**config.mk**
```make
export PLATFORM = sky130hd
export DESIGN_NAME = load_cell_adc_reader_tare_flat
export DESIGN_NICKNAME = d
export VERILOG_FILES = /design/src/sv/lcar_pkg.sv /design/src/sv/lcar_ifs.sv /design/src/sv/lcar_div.sv /design/src/sv/load_cell_adc_reader_tare.sv /design/src/flat_wrapper.sv
export SDC_FILE = /design/constraint.sdc
export NUM_CORES = 1
export LEC_CHECK = 0
export BUFFER_PORTS_ARGS = -buffer_cell sky130_fd_sc_hd__buf_2
export CORE_UTILIZATION = 65
export DETAILED_ROUTE_END_ITERATION = 10
export PLACE_DENSITY_LB_ADDON = 0.08
export SLEW_MARGIN = 20
export SYNTH_ARGS = -nofsm -noshare
export SYNTH_HDL_FRONTEND = slang
export SYNTH_SLANG_ARGS = --single-unit
```
**constraint.sdc**
```tcl
create_clock -name clk -period 17.14 [get_ports clk]
set_input_delay 1.714 -clock clk [delete_from_list [all_inputs] [get_ports clk]]
set_output_delay 1.714 -clock clk [all_outputs]
set_load 0.02 [all_outputs]
```
**src/sv/lcar_pkg.sv**
```systemverilog
`timescale 1ns / 1ps
// ----------------------------------------------------------------------------
// lcar_pkg
// Shared types and constants for the load-cell converter reader.
// ----------------------------------------------------------------------------
package lcar_pkg;

  localparam int OP_W    = 3;
  localparam int CNT_W   = 8;
  localparam int DATA_W  = 24;
  localparam int SUM_W   = 32;
  localparam int PULSE_W = 2;

  typedef enum logic [OP_W-1:0] {
    OP_TICK    = 3'd0,
    OP_MEASURE = 3'd1,
    OP_TARE    = 3'd2,
    OP_LOAD    = 3'd3,
    OP_PDOWN   = 3'd4,
    OP_PUP     = 3'd5
  } op_t;

  typedef enum logic [4:0] {
    PH_IDLE  = 5'b00001,
    PH_WAIT  = 5'b00010,
    PH_SHIFT = 5'b00100,
    PH_PULSE = 5'b01000,
    PH_DOWN  = 5'b10000
  } phase_t;

  typedef enum logic [2:0] {
    SQ_IDLE = 3'b001,
    SQ_DIV  = 3'b010,
    SQ_FIN  = 3'b100
  } seq_t;

  typedef struct packed {
    logic             start;
    logic [SUM_W-1:0] dividend;
    logic [CNT_W-1:0] divisor;
  } div_req_t;

endpackage

```
**src/sv/lcar_ifs.sv**
```systemverilog
`timescale 1ns / 1ps
// ----------------------------------------------------------------------------
// lcar_cmd_if / lcar_res_if
// Valid/ready channels for command beats and result beats.
// ----------------------------------------------------------------------------
interface lcar_cmd_if;
  import lcar_pkg::*;

  logic              valid;
  logic              ready;
  logic [OP_W-1:0]   operation;
  logic              dout_level;
  logic [CNT_W-1:0]  average_count;
  logic [DATA_W-1:0] offset_value;

  modport source (output valid, operation, dout_level, average_count, offset_value,
                  input ready);
  modport sink (input valid, operation, dout_level, average_count, offset_value,
                output ready);
endinterface

interface lcar_res_if;
  import lcar_pkg::*;

  logic              valid;
  logic              ready;
  logic              sck_level;
  logic              busy_res;
  logic              result_valid;
  logic [DATA_W-1:0] raw_average;
  logic [DATA_W-1:0] net_value;

  modport source (output valid, sck_level, busy_res, result_valid, raw_average,
                  net_value, input ready);
  modport sink (input valid, sck_level, busy_res, result_valid, raw_average,
                net_value, output ready);
endinterface

```
**src/sv/lcar_div.sv**
```systemverilog
`timescale 1ns / 1ps
// ----------------------------------------------------------------------------
// lcar_div
// Restoring divider, one quotient bit per cycle, for the run average.
// ----------------------------------------------------------------------------
module lcar_div (
  input  logic                     clk,
  input  logic                     rst,
  input  lcar_pkg::div_req_t       req,
  output logic                     done,
  output logic [lcar_pkg::SUM_W-1:0] quotient
);
  import lcar_pkg::*;

  localparam int STEP_W = $clog2(SUM_W);

  logic              busy;
  logic [STEP_W-1:0] step;
  logic [CNT_W:0]    rem;
  logic [SUM_W-1:0]  quo;
  logic [CNT_W-1:0]  dvsr;
  logic [CNT_W:0]    rem_shift;
  logic [CNT_W:0]    diff;
  logic              fits;

  always_comb begin
    rem_shift = {rem[CNT_W-1:0], quo[SUM_W-1]};
    fits      = rem_shift >= {1'b0, dvsr};
    diff      = rem_shift - {1'b0, dvsr};
  end

  always_ff @(posedge clk) begin
    if (rst) begin
      busy <= 1'b0;
      done <= 1'b0;
    end else begin
      done <= 1'b0;
      if (req.start) begin
        busy <= 1'b1;
        step <= '0;
        rem  <= '0;
        quo  <= req.dividend;
        dvsr <= (req.divisor == '0) ? CNT_W'(1) : req.divisor;
      end else if (busy) begin
        rem  <= fits ? diff : rem_shift;
        quo  <= {quo[SUM_W-2:0], fits};
        step <= step + 1'b1;
        if (step == STEP_W'(SUM_W - 1)) begin
          busy <= 1'b0;
          done <= 1'b1;
        end
      end
    end
  end

  assign quotient = quo;

endmodule

```
**src/sv/load_cell_adc_reader_tare.sv**
```systemverilog
`timescale 1ns / 1ps
// ----------------------------------------------------------------------------
// load_cell_adc_reader_tare
// Two-wire load-cell converter master with averaging and tare offset.
// ----------------------------------------------------------------------------
// Every command beat yields exactly one result beat. A beat that does not end
// a measurement or tare run gives its result in the cycle after acceptance,
// and the next beat may be taken in that same cycle if res.ready is high. A
// beat that ends a run has its run sum divided by the sample count in a shared
// restoring divider that produces one quotient bit per cycle over 32 steps;
// then the sequencer sees the divider finish in SQ_DIV and forms the net
// value in SQ_FIN. No command is taken while the divider runs or while a
// finished result waits on the output register.
// ----------------------------------------------------------------------------
module load_cell_adc_reader_tare #(
  parameter int SAMPLE_BITS  = 24,
  parameter int TARE_SAMPLES = 50
) (
  input  logic                          clk,
  input  logic                          rst,
  input  logic                          cfg_wr_en,
  input  logic [lcar_pkg::PULSE_W-1:0]  cfg_wr_data,
  lcar_cmd_if.sink                      cmd,
  lcar_res_if.source                    res
);
  import lcar_pkg::*;

  localparam int BC_W = $clog2(SAMPLE_BITS + 1);
  localparam logic [SAMPLE_BITS-1:0] TOP_BIT = {1'b1, {(SAMPLE_BITS-1){1'b0}}};

  logic [PULSE_W-1:0]     extra_pulses;
  phase_t                 phase, phase_next;
  logic [BC_W-1:0]        bit_counter, bit_counter_next;
  logic [SAMPLE_BITS-1:0] shift_word, shift_word_next;
  logic [SUM_W-1:0]       running_sum, running_sum_next;
  logic [CNT_W-1:0]       samples_done, samples_done_next;
  logic [CNT_W-1:0]       samples_wanted, samples_wanted_next;
  logic                   tare_run, tare_run_next;
  logic [DATA_W-1:0]      tare_offset, tare_offset_next;
  logic                   clock_high, clock_high_next;

  seq_t                   seq;
  logic                   pend_tare;
  logic                   pend_sck;

  logic                   out_valid;
  logic                   out_sck;
  logic                   out_busy;
  logic                   out_done;
  logic [DATA_W-1:0]      out_avg;
  logic [DATA_W-1:0]      out_net;

  logic                   accept;
  logic                   out_free;
  logic                   done_now;
  logic                   end_conv;
  logic [SAMPLE_BITS-1:0] conv_word;
  logic [BC_W-1:0]        bc_inc;
  logic [CNT_W-1:0]       done_inc;
  op_t                    op;

  div_req_t               div_req;
  logic                   div_done;
  logic [SUM_W-1:0]       div_quo;
  logic [DATA_W-1:0]      avg;
  logic [DATA_W-1:0]      net;

  assign out_free  = !out_valid || res.ready;
  assign cmd.ready = (seq == SQ_IDLE) && out_free;
  assign accept    = cmd.valid && cmd.ready;
  assign op        = op_t'(cmd.operation);

  always_comb begin
    phase_next          = phase;
    bit_counter_next    = bit_counter;
    shift_word_next     = shift_word;
    running_sum_next    = running_sum;
    samples_done_next   = samples_done;
    samples_wanted_next = samples_wanted;
    tare_run_next       = tare_run;
    tare_offset_next    = tare_offset;
    clock_high_next     = clock_high;
    end_conv            = 1'b0;
    done_now            = 1'b0;
    conv_word           = shift_word;
    bc_inc              = bit_counter + 1'b1;
    done_inc            = samples_done + 1'b1;

    unique case (op) inside
      OP_MEASURE, OP_TARE: begin
        if (op == OP_TARE) begin
          samples_wanted_next = CNT_W'(TARE_SAMPLES);
        end else begin
          samples_wanted_next = (cmd.average_count == '0) ? CNT_W'(1) : cmd.average_count;
        end
        samples_done_next = '0;
        running_sum_next  = '0;
        tare_run_next     = (op == OP_TARE);
        bit_counter_next  = '0;
        shift_word_next   = '0;
        clock_high_next   = 1'b0;
        phase_next        = PH_WAIT;
      end
      OP_LOAD: begin
        tare_offset_next = cmd.offset_value;
      end
      OP_PDOWN: begin
        phase_next       = PH_DOWN;
        clock_high_next  = 1'b1;
        bit_counter_next = '0;
        shift_word_next  = '0;
      end
      OP_PUP: begin
        if (phase == PH_DOWN) begin
          phase_next      = PH_IDLE;
          clock_high_next = 1'b0;
        end
      end
      OP_TICK: begin
        unique case (phase) inside
          PH_WAIT: begin
            if (!cmd.dout_level) begin
              phase_next       = PH_SHIFT;
              bit_counter_next = '0;
              shift_word_next  = '0;
              clock_high_next  = 1'b1;
            end
          end
          PH_SHIFT: begin
            if (!clock_high) begin
              clock_high_next = 1'b1;
            end else begin
              clock_high_next = 1'b0;
              shift_word_next = {shift_word[SAMPLE_BITS-2:0], cmd.dout_level};
              conv_word       = shift_word_next;
              if (bc_inc >= BC_W'(SAMPLE_BITS)) begin
                bit_counter_next = '0;
                if (extra_pulses == '0) begin
                  end_conv = 1'b1;
                end else begin
                  phase_next = PH_PULSE;
                end
              end else begin
                bit_counter_next = bc_inc;
              end
            end
          end
          PH_PULSE: begin
            if (!clock_high) begin
              clock_high_next = 1'b1;
            end else begin
              clock_high_next = 1'b0;
              if (bc_inc >= BC_W'(extra_pulses)) begin
                end_conv = 1'b1;
              end else begin
                bit_counter_next = bc_inc;
              end
            end
          end
          PH_IDLE, PH_DOWN: begin
          end
          default: begin
          end
        endcase
      end
      default: begin
      end
    endcase

    if (end_conv) begin
      running_sum_next  = running_sum + SUM_W'(conv_word ^ TOP_BIT);
      samples_done_next = done_inc;
      bit_counter_next  = '0;
      shift_word_next   = '0;
      if (done_inc >= samples_wanted) begin
        phase_next    = PH_IDLE;
        done_now      = 1'b1;
        tare_run_next = 1'b0;
      end else begin
        phase_next = PH_WAIT;
      end
    end
  end

  assign div_req.start    = accept && done_now;
  assign div_req.dividend = running_sum_next;
  assign div_req.divisor  = samples_wanted;

  lcar_div u_div (
    .clk      (clk),
    .rst      (rst),
    .req      (div_req),
    .done     (div_done),
    .quotient (div_quo)
  );

  assign avg = div_quo[DATA_W-1:0];
  assign net = (!pend_tare && (avg < tare_offset)) ? (tare_offset - avg) : '0;

  always_ff @(posedge clk) begin
    if (rst) begin
      extra_pulses   <= PULSE_W'(1);
      phase          <= PH_IDLE;
      bit_counter    <= '0;
      shift_word     <= '0;
      running_sum    <= '0;
      samples_done   <= '0;
      samples_wanted <= '0;
      tare_run       <= 1'b0;
      tare_offset    <= '0;
      clock_high     <= 1'b0;
      seq            <= SQ_IDLE;
      out_valid      <= 1'b0;
    end else begin
      if (cfg_wr_en) begin
        extra_pulses <= cfg_wr_data;
      end
      if (out_valid && res.ready) begin
        out_valid <= 1'b0;
      end

      unique case (seq)
        SQ_IDLE: begin
          if (accept) begin
            phase          <= phase_next;
            bit_counter    <= bit_counter_next;
            shift_word     <= shift_word_next;
            running_sum    <= running_sum_next;
            samples_done   <= samples_done_next;
            samples_wanted <= samples_wanted_next;
            tare_run       <= tare_run_next;
            tare_offset    <= tare_offset_next;
            clock_high     <= clock_high_next;
            if (done_now) begin
              pend_tare <= tare_run;
              pend_sck  <= clock_high_next;
              seq       <= SQ_DIV;
            end else begin
              out_valid <= 1'b1;
              out_sck   <= clock_high_next;
              out_busy  <= (phase_next == PH_WAIT) || (phase_next == PH_SHIFT) ||
                           (phase_next == PH_PULSE);
              out_done  <= 1'b0;
              out_avg   <= '0;
              out_net   <= '0;
            end
          end
        end
        SQ_DIV: begin
          if (div_done) begin
            seq <= SQ_FIN;
          end
        end
        SQ_FIN: begin
          if (out_free) begin
            out_valid <= 1'b1;
            out_sck   <= pend_sck;
            out_busy  <= 1'b0;
            out_done  <= 1'b1;
            out_avg   <= avg;
            out_net   <= net;
            if (pend_tare) begin
              tare_offset <= avg;
            end
            seq <= SQ_IDLE;
          end
        end
        default: begin
          seq <= SQ_IDLE;
        end
      endcase
    end
  end

  assign res.valid        = out_valid;
  assign res.sck_level    = out_sck;
  assign res.busy_res     = out_busy;
  assign res.result_valid = out_done;
  assign res.raw_average  = out_avg;
  assign res.net_value    = out_net;

endmodule
```
**src/flat_wrapper.sv**
```systemverilog
// flat-port wrapper written by rule: the top's interface ports become plain ports
module load_cell_adc_reader_tare_flat import lcar_pkg::*;
#(
  parameter int SAMPLE_BITS  = 24,
  parameter int TARE_SAMPLES = 50
)
  (clk, rst, cfg_wr_en, cfg_wr_data, cmd_valid, cmd_operation, cmd_dout_level, cmd_average_count, cmd_offset_value, cmd_ready, res_valid, res_sck_level, res_busy_res, res_result_valid, res_raw_average, res_net_value, res_ready);
  lcar_cmd_if cmd_i ();
  lcar_res_if res_i ();
  input  logic clk;
  input  logic rst;
  input  logic cfg_wr_en;
  input  logic [lcar_pkg::PULSE_W-1:0] cfg_wr_data;
  input wire logic [$bits(cmd_i.valid)-1:0] cmd_valid;
  input wire logic [$bits(cmd_i.operation)-1:0] cmd_operation;
  input wire logic [$bits(cmd_i.dout_level)-1:0] cmd_dout_level;
  input wire logic [$bits(cmd_i.average_count)-1:0] cmd_average_count;
  input wire logic [$bits(cmd_i.offset_value)-1:0] cmd_offset_value;
  output wire logic [$bits(cmd_i.ready)-1:0] cmd_ready;
  output wire logic [$bits(res_i.valid)-1:0] res_valid;
  output wire logic [$bits(res_i.sck_level)-1:0] res_sck_level;
  output wire logic [$bits(res_i.busy_res)-1:0] res_busy_res;
  output wire logic [$bits(res_i.result_valid)-1:0] res_result_valid;
  output wire logic [$bits(res_i.raw_average)-1:0] res_raw_average;
  output wire logic [$bits(res_i.net_value)-1:0] res_net_value;
  input wire logic [$bits(res_i.ready)-1:0] res_ready;
  assign cmd_i.valid = cmd_valid;
  assign cmd_i.operation = cmd_operation;
  assign cmd_i.dout_level = cmd_dout_level;
  assign cmd_i.average_count = cmd_average_count;
  assign cmd_i.offset_value = cmd_offset_value;
  assign cmd_ready = cmd_i.ready;
  assign res_valid = res_i.valid;
  assign res_sck_level = res_i.sck_level;
  assign res_busy_res = res_i.busy_res;
  assign res_result_valid = res_i.result_valid;
  assign res_raw_average = res_i.raw_average;
  assign res_net_value = res_i.net_value;
  assign res_i.ready = res_ready;
  load_cell_adc_reader_tare #(.SAMPLE_BITS(SAMPLE_BITS), .TARE_SAMPLES(TARE_SAMPLES)) u_core (.clk(clk), .rst(rst), .cfg_wr_en(cfg_wr_en), .cfg_wr_data(cfg_wr_data), .cmd(cmd_i), .res(res_i));
endmodule
```
==> results.md <==
* Hold crit path type: flop to flop
* WS Path Type: primary input to flop
* Sink Count at 222
* Post-CTS Setup Repair Bufs at 0
* Site Rows at 50
* DIE AREA at 19900 um2
* Number of global-route vias before repair at 9615
* Initial antenna violation count at 0
* Reg2Reg Setup Slack at 12.72 ns
* Final Instance Count excl. Fillers at 1702
* Asr flop ratio synth at 0
* Cells after Synth at 1364
* DIE HEIGHT at 141 um
* #FFs+latches synth at 222
* Slew @ Worst Pin at 1.00 ns
* CP delay by family, top: compound AO/OA/AOI/OAI gates
* Status: finished, final reports clean
* Switching power at 260 uW
* Clock transition at path regs at 0.06 ns
* Sequential-to-total area share from yosys stat at 0.439
* RSZ-0062 raised after global routing: no
* Synth Flop Type: dfxtp_1
* # resized after CTS at 0
* Via count at 10500
* Sequential share of power at 0.476
* Drt initial violations at 761
* Ratio of cells with drive above 1 in the final layout at 0.139
* CTS root buffer: clkbuf_16
* Area Overhead vs Synth at 11.9%
* Synthesized net count at 1481
* Worst path arrival time at 5.81 ns
* Post-Synth Simple-Gate Area at 0.173
* Fill cells at 1384
* Routability cong. at 0.906
* CTS Hold Bufs at 0
* Synth Area in Compound Gates at 0.199
* Post-synth design cell area at 12500 um2
* Largest net degree at the start of global routing at 64
* I/O Buffers at 95
* Crit-path slowest cell: nor3_1
* CTS tree: done
* Core Area at 18800 um2
* First-pass GRT wire length at 47800 um
* Most frequent cells in the layout: nor2_1 (180), a21oi_1 (118), dfxtp_1 (116)
* Antenna cells at 0
* Post-route setup TNS at 0 ns
* Mean Syn Cell Area at 9.19 um2
* Synth warn at 0
* Synth unique cells at 80
* H-Tree Depth at 1
* Logic pwr share at 0.060
* Commonest non-fill, non-tap cell in the layout: nor2_1
* R2R cell count at 15
* Hold depth at 0
* GRT overflow at 0
* Worst EP required at 17.50 ns
* Reg2Reg Capture Point: u_core.u_div.quotient[26]$_DFFE_PP_
* HP Start: u_core.samples_wanted[1]$_SDFFE_PP0P_
* Routed Antenna Nets at 0
* Xor and xnor area share after synthesis at 0.0384
* I/O Pins at 96
* Vias/cell at 6.20
* Clk_lat worst skew at 0.52 ns
* Final Hold Viols at 0
* Max Cap Viol at 0
* Hpwl dp at 20600 um
* Skew final at 0.0180 ns
* Sw Ratio at 0.218
* CTS Buffer Depth at 3
* Internal at 930 uW
* Crit-path cells: buf_2 -> nor3_1 -> nand3_1 -> buf_4 -> mux2_2 -> ha_1 -> fa_1 -> a211oi_1 -> o21bai_1 -> o21ai_0 -> a21oi_1 -> o31ai_1 -> a211oi_1 -> mux2_2 -> o21ai_0
* Hold EP: u_core.u_div.dvsr[1]$_SDFFCE_PN0P_
* DRC at 0
* Setup Viol. Count Final at 0
* Initial Util at 0.666
* Final min period at 5.44 ns
* Clock share of power at 0.464
* Crit. End Element: flop
* Number of synthesized flops with an enable pin at 106
* Leakage Power at 5.64 nW
* Worst path max stage delay at 0.57 ns
* Drt total wl at 29700 um
* Total track usage at 0.298
* Final nets at 1543
* CP max FO at 25
* Fmax at 184 MHz
* Placed Cells at 1659
* Total CTS buffers at 23
* Worst VDD drop at 86.0 uV
* Avg WL per Cell at 17.5 um
* First-pass iteration count of the detailed router at 7
* Mux cell area share after synthesis at 0.0331
* Adder-cell share of the synthesized area at 0.0756
* Fin. max-slew vios at 0
* Worst r2r src: u_core.phase[1]$_SDFFE_PP0P_
* Power Density at 84.8 nW/um2
* Rel. slew slack at 0.331
* Fin crit share at 0.318
* Largest family of logic cells by synthesized area: compound AO/OA/AOI/OAI gates
* Die width at 141 um
* Buf/Inv on CP at 2
* Critical Path Start Type: primary input
[power by group through the flow]
stage	sequential (mW)	combinational (mW)	clock, mW
6_report	0.566	0.0715	0.553
5_1_grt	0.566	0.0783	0.575
4_1_cts	0.566	0.0707	0.557
3_5_place_dp	0.577	0.0701	0
3_3_place_gp	0.577	0.0684	0
2_1_floorplan	0.580	0.0449	0
[kinds of logic (layout without fill, tap and decap cells)]
kind of cell,Yosys count,count (layout)
simple gates,463,463
xor+xnor,55,55
mux,38,38
flops,222,222
buf+inv,130,208
fa+ha+maj,74,74
compound gates,382,382
[metal layers]
layer,track usage,vias up,part of all wire
met1,0.429,5014,0.47
met2,0.472,364,0.45
met3,0.0360,56,0.058
met4,0.0904,0,0.027
met5,0,-,0
li1,-,5112,-
[final cells by class]
class | instances | area (um2) | share of cell area
multi-input combinational | 1012 | 6550 | 0.466
sequential | 222 | 5510 | 0.392
clock buffer | 27 | 611 | 0.0435
timing repair buffer | 110 | 609 | 0.0434
tap | 260 | 325 | 0.0232
clock inverter | 14 | 223 | 0.0159
inverter | 57 | 214 | 0.0152
[state kept, by name, indices dropped and copies added, names as in the netlist, 2 cells and up]
signal                  flops
u_core.samples_wanted       8
u_core.bit_counter          5
u_core.u_div.rem            8
u_core.running_sum         32
u_core.samples_done         8
u_core.shift_word          24
u_core.res.raw_average     24
u_core.res.net_value       24
u_core.extra_pulses         2
u_core.u_div.dvsr           8
u_core.phase                5
u_core.u_div.quotient      32
u_core.seq                  3
u_core.u_div.step           5
u_core.tare_offset         24
[synthesized netlist by cell type, drive strengths merged (7+ instances only)]
cell,instances,area share
nand4b,7,0.0049
a21oi,119,0.048
nor3,23,0.0092
a22oi,8,0.0048
mux2i,10,0.0080
edfxtp,106,0.25
a22o,25,0.017
nor4,8,0.0045
and3,14,0.0070
o211ai,7,0.0042
mux2,28,0.025
a31oi,19,0.010
ha,71,0.071
xnor2,22,0.015
dfxtp,116,0.19
buf,20,0.0087
or3,11,0.0059
xor2,33,0.023
a21o,18,0.011
nor2,185,0.056
nand2,105,0.031
nand4,13,0.0065
a211oi,49,0.030
o21ai,71,0.029
nand2b,17,0.0085
clkbuf,53,0.016
inv,57,0.017
nand3,37,0.015
nor2b,17,0.0085
[metrics by stage]
step	total power, mW	util	worst slack [ns]	hold slack, ns	instance area [um2]
after global routing	1.22	0.745	11.35	0.451	14000
after detailed placement	0.647	0.699	11.26	0.430	13200
final	1.19	0.745	11.70	0.451	14000
after global placement	0.645	0.699	11.40	0.435	13200
after floorplan	0.625	-	10.82	0.425	12500
after CTS	1.19	0.743	11.77	0.444	14000
[worst max path at each step]
stage,endpoint,depth (start not counted),startpoint
2_1_floorplan,u_core.res.busy_res$_SDFFCE_PP0P_,3,cmd_valid
3_3_place_gp,u_core.u_div.quotient[26]$_DFFE_PP_,15,cmd_operation[0]
3_5_place_dp,u_core.u_div.quotient[26]$_DFFE_PP_,15,cmd_operation[0]
4_1_cts,u_core.u_div.quotient[25]$_DFFE_PP_,14,cmd_operation[0]
5_1_grt,u_core.u_div.quotient[31]$_DFFE_PP_,14,cmd_operation[0]
6_report,u_core.u_div.quotient[26]$_DFFE_PP_,15,cmd_operation[0]
No activity file was read; power rests on OpenSTA's default activity.
